**src/z80alu_pkg.sv**
```systemverilog
// Package for the Z80 ALU: operation codes, flag bit positions, result struct
// and the parity helper. Depends on nothing.
package z80alu_pkg;

  // Operation codes carried on the mode port.
  localparam logic [4:0] OP_ADD   = 5'd0;
  localparam logic [4:0] OP_ADC   = 5'd1;
  localparam logic [4:0] OP_SUB   = 5'd2;
  localparam logic [4:0] OP_SBC   = 5'd3;
  localparam logic [4:0] OP_AND   = 5'd4;
  localparam logic [4:0] OP_XOR   = 5'd5;
  localparam logic [4:0] OP_OR    = 5'd6;
  localparam logic [4:0] OP_CP    = 5'd7;
  localparam logic [4:0] OP_INC   = 5'd8;
  localparam logic [4:0] OP_DEC   = 5'd9;
  localparam logic [4:0] OP_RLC   = 5'd10;
  localparam logic [4:0] OP_RRC   = 5'd11;
  localparam logic [4:0] OP_RL    = 5'd12;
  localparam logic [4:0] OP_RR    = 5'd13;
  localparam logic [4:0] OP_SLA   = 5'd14;
  localparam logic [4:0] OP_SRA   = 5'd15;
  localparam logic [4:0] OP_SLL   = 5'd16;
  localparam logic [4:0] OP_SRL   = 5'd17;
  localparam logic [4:0] OP_BIT   = 5'd18;
  localparam logic [4:0] OP_RES   = 5'd19;
  localparam logic [4:0] OP_SET   = 5'd20;
  localparam logic [4:0] OP_ADD16 = 5'd21;

  // Flag bit positions in the F register.
  localparam int FLAG_S  = 7;
  localparam int FLAG_Z  = 6;
  localparam int FLAG_H  = 4;
  localparam int FLAG_PV = 2;
  localparam int FLAG_N  = 1;
  localparam int FLAG_C  = 0;

  // Bits 3 and 5 of F always read zero.
  localparam logic [7:0] FLAG_KEEP = 8'hD7;

  // One finished ALU result.
  typedef struct packed {
    logic [15:0] result;
    logic [7:0]  flags;
    logic        write;
  } alu_out_t;

  // Returns 1 when the byte has an even number of set bits.
  function automatic logic parity_even(input logic [7:0] v);
    parity_even = ~(^v);
  endfunction

endpackage

```
**src/z80alu_calc.sv**
```systemverilog
// Combinational Z80 ALU datapath: result, flags and write enable for one
// operation. Depends on z80alu_pkg.
module z80alu_calc (
  input  logic [4:0]            mode,
  input  logic [15:0]           operand_a,
  input  logic [15:0]           operand_b,
  input  logic [2:0]            bit_index,
  input  logic [7:0]            flags_in,
  output z80alu_pkg::alu_out_t  alu_out
);

  logic [7:0]  a;
  logic [7:0]  b;
  logic [7:0]  fin;
  logic        cin;
  logic        cuse;
  logic [8:0]  add9;
  logic [4:0]  addh;
  logic [8:0]  sub9;
  logic [4:0]  subh;
  logic [16:0] add17;
  logic [12:0] addh16;
  logic [7:0]  r8;
  logic        sc;
  logic [7:0]  bmask;
  logic [7:0]  f;
  logic [15:0] r;
  logic        wr;

  assign a    = operand_a[7:0];
  assign b    = operand_b[7:0];
  assign fin  = flags_in & z80alu_pkg::FLAG_KEEP;
  assign cin  = fin[z80alu_pkg::FLAG_C];
  assign cuse = ((mode == z80alu_pkg::OP_ADC) || (mode == z80alu_pkg::OP_SBC)) ? cin : 1'b0;

  // Shared adders: 8-bit add and subtract with carry, 16-bit add.
  assign add9   = {1'b0, a} + {1'b0, b} + {8'h00, cuse};
  assign addh   = {1'b0, a[3:0]} + {1'b0, b[3:0]} + {4'h0, cuse};
  assign sub9   = {1'b0, a} - {1'b0, b} - {8'h00, cuse};
  assign subh   = {1'b0, a[3:0]} - {1'b0, b[3:0]} - {4'h0, cuse};
  assign add17  = {1'b0, operand_a} + {1'b0, operand_b};
  assign addh16 = {1'b0, operand_a[11:0]} + {1'b0, operand_b[11:0]};
  assign bmask  = 8'h01 << bit_index;

  // Operation select and flag generation.
  always_comb begin
    r8 = 8'h00;
    sc = 1'b0;
    f  = fin;
    r  = 16'h0000;
    wr = 1'b1;
    case (mode)
      z80alu_pkg::OP_ADD, z80alu_pkg::OP_ADC: begin
        r8 = add9[7:0];
        f  = 8'h00;
        f[z80alu_pkg::FLAG_C]  = add9[8];
        f[z80alu_pkg::FLAG_H]  = addh[4];
        f[z80alu_pkg::FLAG_PV] = ~(a[7] ^ b[7]) & (a[7] ^ r8[7]);
      end
      z80alu_pkg::OP_SUB, z80alu_pkg::OP_SBC, z80alu_pkg::OP_CP: begin
        r8 = sub9[7:0];
        f  = 8'h00;
        f[z80alu_pkg::FLAG_N]  = 1'b1;
        f[z80alu_pkg::FLAG_C]  = sub9[8];
        f[z80alu_pkg::FLAG_H]  = subh[4];
        f[z80alu_pkg::FLAG_PV] = (a[7] ^ b[7]) & (a[7] ^ r8[7]);
        wr = (mode != z80alu_pkg::OP_CP);
      end
      z80alu_pkg::OP_AND: begin
        r8 = a & b;
        f  = 8'h00;
        f[z80alu_pkg::FLAG_H]  = 1'b1;
        f[z80alu_pkg::FLAG_PV] = z80alu_pkg::parity_even(r8);
      end
      z80alu_pkg::OP_XOR: begin
        r8 = a ^ b;
        f  = 8'h00;
        f[z80alu_pkg::FLAG_PV] = z80alu_pkg::parity_even(r8);
      end
      z80alu_pkg::OP_OR: begin
        r8 = a | b;
        f  = 8'h00;
        f[z80alu_pkg::FLAG_PV] = z80alu_pkg::parity_even(r8);
      end
      z80alu_pkg::OP_INC: begin
        r8 = a + 8'h01;
        f  = 8'h00;
        f[z80alu_pkg::FLAG_C]  = cin;
        f[z80alu_pkg::FLAG_H]  = (a[3:0] == 4'hF);
        f[z80alu_pkg::FLAG_PV] = (a == 8'h7F);
      end
      z80alu_pkg::OP_DEC: begin
        r8 = a - 8'h01;
        f  = 8'h00;
        f[z80alu_pkg::FLAG_C]  = cin;
        f[z80alu_pkg::FLAG_N]  = 1'b1;
        f[z80alu_pkg::FLAG_H]  = (a[3:0] == 4'h0);
        f[z80alu_pkg::FLAG_PV] = (a == 8'h80);
      end
      z80alu_pkg::OP_RLC, z80alu_pkg::OP_RRC, z80alu_pkg::OP_RL, z80alu_pkg::OP_RR,
      z80alu_pkg::OP_SLA, z80alu_pkg::OP_SRA, z80alu_pkg::OP_SLL, z80alu_pkg::OP_SRL: begin
        case (mode)
          z80alu_pkg::OP_RLC: begin r8 = {a[6:0], a[7]}; sc = a[7]; end
          z80alu_pkg::OP_RRC: begin r8 = {a[0], a[7:1]}; sc = a[0]; end
          z80alu_pkg::OP_RL:  begin r8 = {a[6:0], cin};  sc = a[7]; end
          z80alu_pkg::OP_RR:  begin r8 = {cin, a[7:1]};  sc = a[0]; end
          z80alu_pkg::OP_SLA: begin r8 = {a[6:0], 1'b0}; sc = a[7]; end
          z80alu_pkg::OP_SRA: begin r8 = {a[7], a[7:1]}; sc = a[0]; end
          z80alu_pkg::OP_SLL: begin r8 = {a[6:0], 1'b1}; sc = a[7]; end
          default:            begin r8 = {1'b0, a[7:1]}; sc = a[0]; end
        endcase
        f = 8'h00;
        f[z80alu_pkg::FLAG_C]  = sc;
        f[z80alu_pkg::FLAG_PV] = z80alu_pkg::parity_even(r8);
      end
      z80alu_pkg::OP_BIT: begin
        r8 = a;
        f  = 8'h00;
        f[z80alu_pkg::FLAG_S]  = fin[z80alu_pkg::FLAG_S];
        f[z80alu_pkg::FLAG_PV] = fin[z80alu_pkg::FLAG_PV];
        f[z80alu_pkg::FLAG_C]  = fin[z80alu_pkg::FLAG_C];
        f[z80alu_pkg::FLAG_H]  = 1'b1;
        f[z80alu_pkg::FLAG_Z]  = ~(|(a & bmask));
        wr = 1'b0;
      end
      z80alu_pkg::OP_RES: begin
        r8 = a & ~bmask;
      end
      z80alu_pkg::OP_SET: begin
        r8 = a | bmask;
      end
      z80alu_pkg::OP_ADD16: begin
        f = 8'h00;
        f[z80alu_pkg::FLAG_S]  = fin[z80alu_pkg::FLAG_S];
        f[z80alu_pkg::FLAG_Z]  = fin[z80alu_pkg::FLAG_Z];
        f[z80alu_pkg::FLAG_PV] = fin[z80alu_pkg::FLAG_PV];
        f[z80alu_pkg::FLAG_C]  = add17[16];
        f[z80alu_pkg::FLAG_H]  = addh16[12];
      end
      default: begin
        wr = 1'b0;
      end
    endcase

    // Sign and zero come from the byte result for the 8-bit groups that set them.
    case (mode)
      z80alu_pkg::OP_BIT, z80alu_pkg::OP_RES, z80alu_pkg::OP_SET, z80alu_pkg::OP_ADD16: begin
      end
      default: begin
        if (mode <= z80alu_pkg::OP_SRL) begin
          f[z80alu_pkg::FLAG_S] = r8[7];
          f[z80alu_pkg::FLAG_Z] = (r8 == 8'h00);
        end
      end
    endcase

    // Width of the result depends on the group.
    if (mode == z80alu_pkg::OP_ADD16) begin
      r = add17[15:0];
    end else if (mode <= z80alu_pkg::OP_SET) begin
      r = {8'h00, r8};
    end else begin
      r = 16'h0000;
    end
  end

  assign alu_out.result = r;
  assign alu_out.flags  = f & z80alu_pkg::FLAG_KEEP;
  assign alu_out.write  = wr;

endmodule

```
**src/z80_alu_with_flags_core.sv**
```systemverilog
// An accepted request passes the input register, then the result register; done
// rises with the result held in the result register. Throughput: one
// request every cycle; busy stays low, as the pipeline never holds a request back.
// Reset (rst, synchronous, active high) clears both stage valid bits; payload
// registers are not reset. The receiver cannot stall the done strobe.
// Top level of the Z80 ALU; depends on z80alu_pkg and z80alu_calc.
module z80_alu_with_flags_core (
  input  logic        clk,
  input  logic        rst,
  input  logic        start,
  output logic        busy,
  input  logic [4:0]  mode,
  input  logic [15:0] operand_a,
  input  logic [15:0] operand_b,
  input  logic [2:0]  bit_index,
  input  logic [7:0]  flags_in,
  output logic        done,
  output logic [15:0] result,
  output logic [7:0]  flags_out,
  output logic        write_result
);

  logic                 in_valid;
  logic [4:0]           in_mode;
  logic [15:0]          in_a;
  logic [15:0]          in_b;
  logic [2:0]           in_bit;
  logic [7:0]           in_flags;
  logic                 accept;
  z80alu_pkg::alu_out_t calc_out;
  z80alu_pkg::alu_out_t out_reg;

  // The pipeline takes a request in every cycle.
  assign busy   = 1'b0;
  assign accept = start && !busy;

  // Input register stage.
  always_ff @(posedge clk) begin
    if (rst) begin
      in_valid <= 1'b0;
    end else begin
      in_valid <= accept;
    end
  end

  always_ff @(posedge clk) begin
    if (accept) begin
      in_mode  <= mode;
      in_a     <= operand_a;
      in_b     <= operand_b;
      in_bit   <= bit_index;
      in_flags <= flags_in;
    end
  end

  // Single-pass ALU datapath.
  z80alu_calc u_calc (
    .mode      (in_mode),
    .operand_a (in_a),
    .operand_b (in_b),
    .bit_index (in_bit),
    .flags_in  (in_flags),
    .alu_out   (calc_out)
  );

  // Result register stage.
  always_ff @(posedge clk) begin
    if (rst) begin
      done <= 1'b0;
    end else begin
      done <= in_valid;
    end
  end

  always_ff @(posedge clk) begin
    if (in_valid) begin
      out_reg <= calc_out;
    end
  end

  assign result       = out_reg.result;
  assign flags_out    = out_reg.flags;
  assign write_result = out_reg.write;

endmodule

```
**config.mk**
```make
export PLATFORM = sky130hd
export DESIGN_NAME = z80_alu_with_flags_core
export DESIGN_NICKNAME = d
export VERILOG_FILES = /design/src/z80alu_pkg.sv /design/src/z80alu_calc.sv /design/src/z80_alu_with_flags_core.sv
export SDC_FILE = /design/constraint.sdc
export NUM_CORES = 1
export LEC_CHECK = 0
export ABC_CLOCK_PERIOD_IN_PS = 6250
export BUFFER_PORTS_ARGS = -buffer_cell sky130_fd_sc_hd__buf_4
export CAP_MARGIN = 30
export CORE_UTILIZATION = 63
export DETAILED_ROUTE_END_ITERATION = 6
export PLACE_DENSITY = 0.84
export SETUP_SLACK_MARGIN = 0.2
export SLEW_MARGIN = 20
export SYNTH_ARGS = -nofsm -noshare
export SYNTH_HDL_FRONTEND = slang
export SYNTH_SLANG_ARGS = --single-unit
export TNS_END_PERCENT = 50
```
**constraint.sdc**
```tcl
create_clock -name clk -period 6.25 [get_ports clk]
set_clock_uncertainty 0.15 [all_clocks]
set_input_delay 0.3125 -clock clk [delete_from_list [all_inputs] [get_ports clk]]
set_output_delay 0.3125 -clock clk [all_outputs]
set_load 0.02 [all_outputs]
```
==> results of run 1 <==
routing by layer:
metal  share of wire  track usage  routed length (µm)
met2            0.47        0.658                8370
met4           0.047        0.239                 829
met5               0            0                   0
met1            0.37        0.472                6540
met3            0.11       0.0877                1890
layout by cell type, fill, tap and decap left out, types with 6 or more instances in the layout:
cell            n
mux2i_1         7
nor2_1         35
a22oi_1         9
nand2b_1        9
a21oi_1        30
a211oi_1        8
buf_4          74
nand2_1        33
inv_1          30
clkbuf_8       10
nand3_1         8
a21o_1          9
xor2_1         19
ha_1           48
xnor2_1        40
o22ai_1         7
edfxtp_1       69
a2111oi_0       6
nor3_1         11
dlygate4sd3_1  47
o21ai_0        25
nand3b_1        7
synthesized netlist by cell type (all sizes together) (3+ instances only):
cell type / instances
nand2: 33
o211ai: 5
nand3b: 7
nand4: 5
ha: 48
fa: 5
buf: 16
or2: 5
a211o: 3
nand2b: 9
a21o: 10
a22oi: 9
o22ai: 7
nor3: 12
clkbuf: 13
nor4: 3
o21bai: 4
xnor2: 40
a211oi: 9
o21ai: 29
or3: 5
nand3: 8
a21oi: 34
and3: 3
edfxtp: 69
nor2b: 4
nor2: 38
a22o: 4
a31oi: 3
mux2i: 7
xor2: 19
nor3b: 3
inv: 30
a2111oi: 6
cell type report:
class,instances,area (µm²),share of cell area
well taps,105,131,0.0193
clock inverters,6,92.6,0.0136
flip-flops and latches,71,2110,0.311
multi-input cells,417,3170,0.467
repair buffers,122,1030,0.152
clock buffers,10,138,0.0203
inverters,30,113,0.0166
diodes,1,2.50,0.000368
final timing paths:
path	start	endpoint	slack, ns	cells past startpoint
setup / recovery	in_mode[4]	result[7]	1.63	11
hold / removal	start	in_a[6]	0.34	1
setup reg to reg	in_mode[4]	result[7]	1.63	11
hold reg to reg	in_flags[6]	flags_out[6]	0.48	2
sequential cells by signal, summed over array words and instances, names as in the netlist:
name and flops:
in_valid 1, in_b 16, write_result 1, in_bit 3, in_flags 6, done 1
in_a 16, in_mode 5, result 16, flags_out 6
logic make-up after synthesis:
kind of cell / share of synthesized area
adders and majority gates: 0.126
xor gates and xnor gates: 0.0931
muxes: 0.0147
buffers and inverters: 0.0507
AOI/OAI and AO/OA: 0.197
DFF: 0.381
and+or+nand+nor: 0.137
other: 0.000676
critical path, stage by stage (launching register included):
cell and delay, ns:
edfxtp_1 0.66, nor3_1 0.69, nand2_1 0.29, nor2_1 0.48, ha_1 0.38, a21o_1 0.23
a221oi_2 0.34, o21bai_1 0.09, a21oi_1 0.29, xnor2_1 0.14, a211oi_1 0.42, o21ai_0 0.18
power by group:
part / switching (µW) / leakage (µW) / internal (µW)
clock network: 206 / 0.000109 / 238
logic: 330 / 0.00197 / 257
registers: 52.5 / 0.000668 / 571
total: 588 / 0.00275 / 1070
metrics by stage:
| step | setup WS (ns) | util | area (µm²) | std cells |
|---|---|---|---|---|
| finish | 1.63 | 0.811 | 6790 | 762 |
| CTS | 1.85 | 0.810 | 6790 | 761 |
| detailed placement | 1.90 | 0.727 | 6090 | 698 |
| global route | 1.44 | 0.810 | 6790 | 761 |
| global placement | 2.01 | 0.725 | 6080 | 697 |
| floorplan | 2.59 | - | 5560 | 547 |
==> impl_metrics.py, run 1 <==
metrics = {
    "yosys": {
        "synth_edf_count": 69,
        "yosysWarnings": 0,
        "ys_seq_elements": 71,
        "ys_types": 78,
        "yosysSeqAreaShare": 0.381,
        "synth-main-ff-cell": "edfxtp_1",
        "yosys.area.top_type": "edfxtp_1",
        "syn_inst": 545,
        "async_flop_share": 0,
        "synth_area_mm2": 0.00555,
        "avgSynthCellArea_um2": 10.2,
        "synth_area_leaders": "edfxtp_1 37%, ha_1 11%, xnor2_1 6.3%",
        "yosysTopAreaCellShare": 0.373,
    },
    "clock_network": {
        "cts-root-buf": "clkbuf_8",
        "htreeDepth": 3,
        "clk_latency_ns": 0.36,
        "cts_setup_buffers": 0,
        "cts_hold_buf": 47,
        "cts_buffer_depth": 2,
        "cts_tree": "done",
        "cts.sinks": 71,
        "clk_pin_slew_worst_paths_ns": 0.09,
        "cts_buffers": 9,
        "cts_resized": 0,
    },
    "power_and_ir_drop": {
        "power_uw": 1650,
        "power_density_mw_per_mm2": 243,
        "ir_drop_uv": 145,
        "p_leak_uw": 0.00275,
    },
    "global_route": {
        "antenna_found_initial": 1,
        "grt_usage": 0.397,
        "grt_pass1_wl_um": 26200,
        "grt_max_degree": 48,
        "grt_overflow_total": 0,
        "grt_pass1_vias": 4989,
    },
    "floorplanning": {
        "ios": 78,
        "die_width_um": 95.9,
        "die_area_mm2": 0.00919,
        "core_mm2": 0.00838,
        "start_util": 0.662,
        "fp-row-count": 33,
        "die_y_um": 95.9,
    },
    "route": {
        "wl_per_cell_um": 23.1,
        "vias": 5018,
        "vias_per_cell": 6.59,
        "first_pass_iters": 5,
        "ant_nets": 0,
        "drcViolationCount": 0,
        "drt_iter0_drc": 484,
        "finalWirelength_um": 17600,
    },
    "setup_path": {
        "crit_type": "reg -> reg",
        "startpoint_type": "register",
        "cp.required_ns": 6.19,
        "path_max_fanout": 18,
        "cp_data_arrival_time_ns": 4.56,
        "end_kind": "register",
    },
    "sta": {
        "worst_pin_slew_ns": 0.831,
        "clock.fmax_mhz": 217,
        "setup_viol_count_final": 0,
        "fin_crit_ns": 4.62,
        "setup_tns_ns": 0,
        "drv_slew": 0,
        "rsz0062_at_grt": "false",
        "hold_viol": 0,
        "relSlewSlack": 0.442,
        "worst_hold_slack_ns": 0.344,
        "fin_crit_sh": 0.739,
    },
    "hold_path": {
        "holdCritPathClass": "in -> reg",
    },
    "place": {
        "io_buffers": 72,
        "hpwl_um": 11800,
        "gp_congestion": 0.984,
    },
    "run_status": {
        "status": "completed",
    },
    "final_layout": {
        "drive_gt1_frac": 0.183,
        "syn2layout_area_growth_pct": 22.4,
        "fill_cells": 510,
        "nNetsFinal": 755,
    },
    "run": {
        "max_cap_viol_count": 0,
    },
}
Power figures use the tool's default switching activity.
==> run 2: changes to the inputs <==
--- a/config.mk
+++ b/config.mk
@@ -5,12 +5,12 @@
 export SDC_FILE = /design/constraint.sdc
 export NUM_CORES = 1
 export LEC_CHECK = 0
-export ABC_CLOCK_PERIOD_IN_PS = 6250
+export ABC_CLOCK_PERIOD_IN_PS = 3700
 export BUFFER_PORTS_ARGS = -buffer_cell sky130_fd_sc_hd__buf_4
 export CAP_MARGIN = 30
-export CORE_UTILIZATION = 63
+export CORE_UTILIZATION = 53
 export DETAILED_ROUTE_END_ITERATION = 6
-export PLACE_DENSITY = 0.84
+export PLACE_DENSITY = 0.76
 export SETUP_SLACK_MARGIN = 0.2
 export SLEW_MARGIN = 20
 export SYNTH_ARGS = -nofsm -noshare
==> constraint.sdc (replaced) <==
create_clock -name clk -period 3.7 [get_ports clk]
set_clock_uncertainty 0.15 [all_clocks]
set_input_delay 0.185 -clock clk [delete_from_list [all_inputs] [get_ports clk]]
set_output_delay 0.185 -clock clk [all_outputs]
set_load 0.02 [all_outputs]
==> run 2 against run 1 <==
Effect of this change:
- worst hold slack got worse by 0.14 ns
- design area rose by 5.8%
- highest routed layer unchanged
- non-clock buffer count rose by 44
- critical endpoint is now flags_out[6]
- critical path type unchanged
==> impl_metrics.py, run 2 (synthesis gave the netlist of run 1 again) <==
metrics = {
    "final_layout": {
        "antenna_cells": 0,
        "fin_area_mm2": 0.00719,
        "final-seq-area_mm2": 0.00211,
        "syn2layout_area_growth_pct": 29.5,
        "layout_common_cells": "118 x buf_4, 69 x edfxtp_1, 47 x ha_1, 47 x dlygate4sd3_1, 40 x xnor2_1",
        "multiInputGateArea_mm2": 0.00323,
        "final_common_cell": "buf_4",
        "nNetsFinal": 799,
        "drive_gt1_frac": 0.246,
        "fill_cells": 719,
    },
    "setup_path": {
        "crit_end": "flags_out[6]",
        "r2r_start": "in_mode[4]",
        "path_max_fanout": 4,
        "r2r_cells": 11,
        "startpoint_type": "register",
        "crit_type": "reg -> reg",
        "end_kind": "register",
        "cp.required_ns": 3.75,
        "regToRegEndpoint": "flags_out[6]",
        "crit_path_start": "in_mode[4]",
        "cp_data_arrival_time_ns": 3.59,
        "ff2ff_setup_slack_ns": 0.16,
    },
    "place": {
        "gp_congestion": 0.984,
        "hpwl_um": 12200,
        "io_buffers": 72,
        "placed_cell_area_mm2": 0.00643,
    },
    "route": {
        "ant_nets": 0,
        "first_pass_iters": 6,
        "wl_per_cell_um": 20.4,
        "vias_per_cell": 5.98,
        "finalWirelength_um": 17000,
        "vias": 4980,
        "drcViolationCount": 0,
        "drt_iter0_drc": 485,
    },
    "floorplanning": {
        "fp-row-count": 36,
        "start_util": 0.558,
        "die_y_um": 104,
        "die_area_mm2": 0.0109,
        "die_width_um": 104,
        "ios": 78,
        "core_mm2": 0.00995,
    },
    "sta": {
        "worst_pin_slew_ns": 0.617,
        "setup_viol_count_final": 0,
        "fin_crit_sh": 0.957,
        "drv_slew": 0,
        "worst_hold_slack_ns": 0.202,
        "hold_viol": 0,
        "relSlewSlack": 0.589,
        "setup_tns_ns": 0,
        "fin_crit_ns": 3.54,
        "rsz0062_at_grt": "true",
        "clock.fmax_mhz": 283,
    },
    "power_and_ir_drop": {
        "power_density_mw_per_mm2": 384,
        "ir_drop_uv": 352,
        "p_leak_uw": 0.00296,
    },
    "global_route": {
        "grt_usage": 0.323,
        "grt_pass1_vias": 4947,
        "grt_overflow_total": 0,
        "grt_max_degree": 48,
        "antenna_found_initial": 0,
        "grt_pass1_wl_um": 26400,
    },
    "clock_network": {
        "cts_buffers": 9,
        "cts-root-buf": "clkbuf_8",
        "cts.sinks": 71,
        "clk_pin_slew_worst_paths_ns": 0.08,
        "htreeDepth": 3,
        "cts_buffer_depth": 2,
        "clk_latency_ns": 0.38,
        "cts_tree": "done",
    },
    "hold_path": {
        "holdCritPathClass": "in -> reg",
        "min_path_cells": 1,
    },
    "run_status": {
        "status": "completed",
    },
    "run": {
        "max_cap_viol_count": 0,
    },
}
## run 2: cell types whose count changed in the layout (fill, tap and decap cells not counted), sizes merged
cell	delta
buf	+44
bufinv	-1
clkbuf	-1
clkinvlp	+2
diode	-1
## run 2: layout make-up
cell class | count | area share
Multi-Input combinational cell | 417 | 0.449
Sequential cell | 71 | 0.294
Timing Repair Buffer | 166 | 0.191
Tap cell | 133 | 0.0232
Clock buffer | 9 | 0.0172
Inverter | 30 | 0.0157
Clock inverter | 7 | 0.0101
## run 2: what timing repair did
action,in CTS,in global routing
endpoints found under the hold margin,48,0
setup buffers,0,4
gates resized for setup,7,7
endpoints found under the setup margin,3,7
pin swaps,3,7
hold buffers,47,0
## run 2: layer usage
layer	wire, µm	up-vias	GRT usage
li1	-	2303	-
met1	6940	2384	0.394
met2	8160	248	0.541
met3	1310	45	0.0802
met4	618	0	0.134
met5	0	-	0
## run 2: critical path, cell delays in order (launching register included)
cell	delay, ns
edfxtp_1	0.46
nor2_2	0.15
nand3_2	0.14
fa_1	0.53
inv_1	0.04
ha_1	0.29
xor2_1	0.15
a22o_1	0.25
a2111o_1	0.44
nor4b_4	0.35
nand4_1	0.18
o41ai_2	0.23
## run 2: power breakdown
group          switching [µW]  leakage (µW)  internal, µW
Clock                     322     0.0000855           310
Sequential               42.6      0.000667           964
Combinational             612       0.00220           511
Total                     976       0.00296          1790
## run 2: how the worst min path moves through the flow
| stage | startpoint | to |
|---|---|---|
| finish | start | in_mode[1] |
| detailed placement | rst | in_valid |
| floorplan | rst | done |
| CTS | start | in_a[15] |
| global route | start | in_mode[1] |
| global placement | rst | in_valid |
## run 2: metrics by stage
step,instances,power (µW),setup WS (ns),utilization
final,833,2760,0.160,0.722
after global routing,833,2880,0.0194,0.722
after CTS,829,2720,0.201,0.716
after detailed placement,766,2040,0.0329,0.646
after global placement,765,2020,0.0818,0.644
after floorplan,547,1710,0.207,-
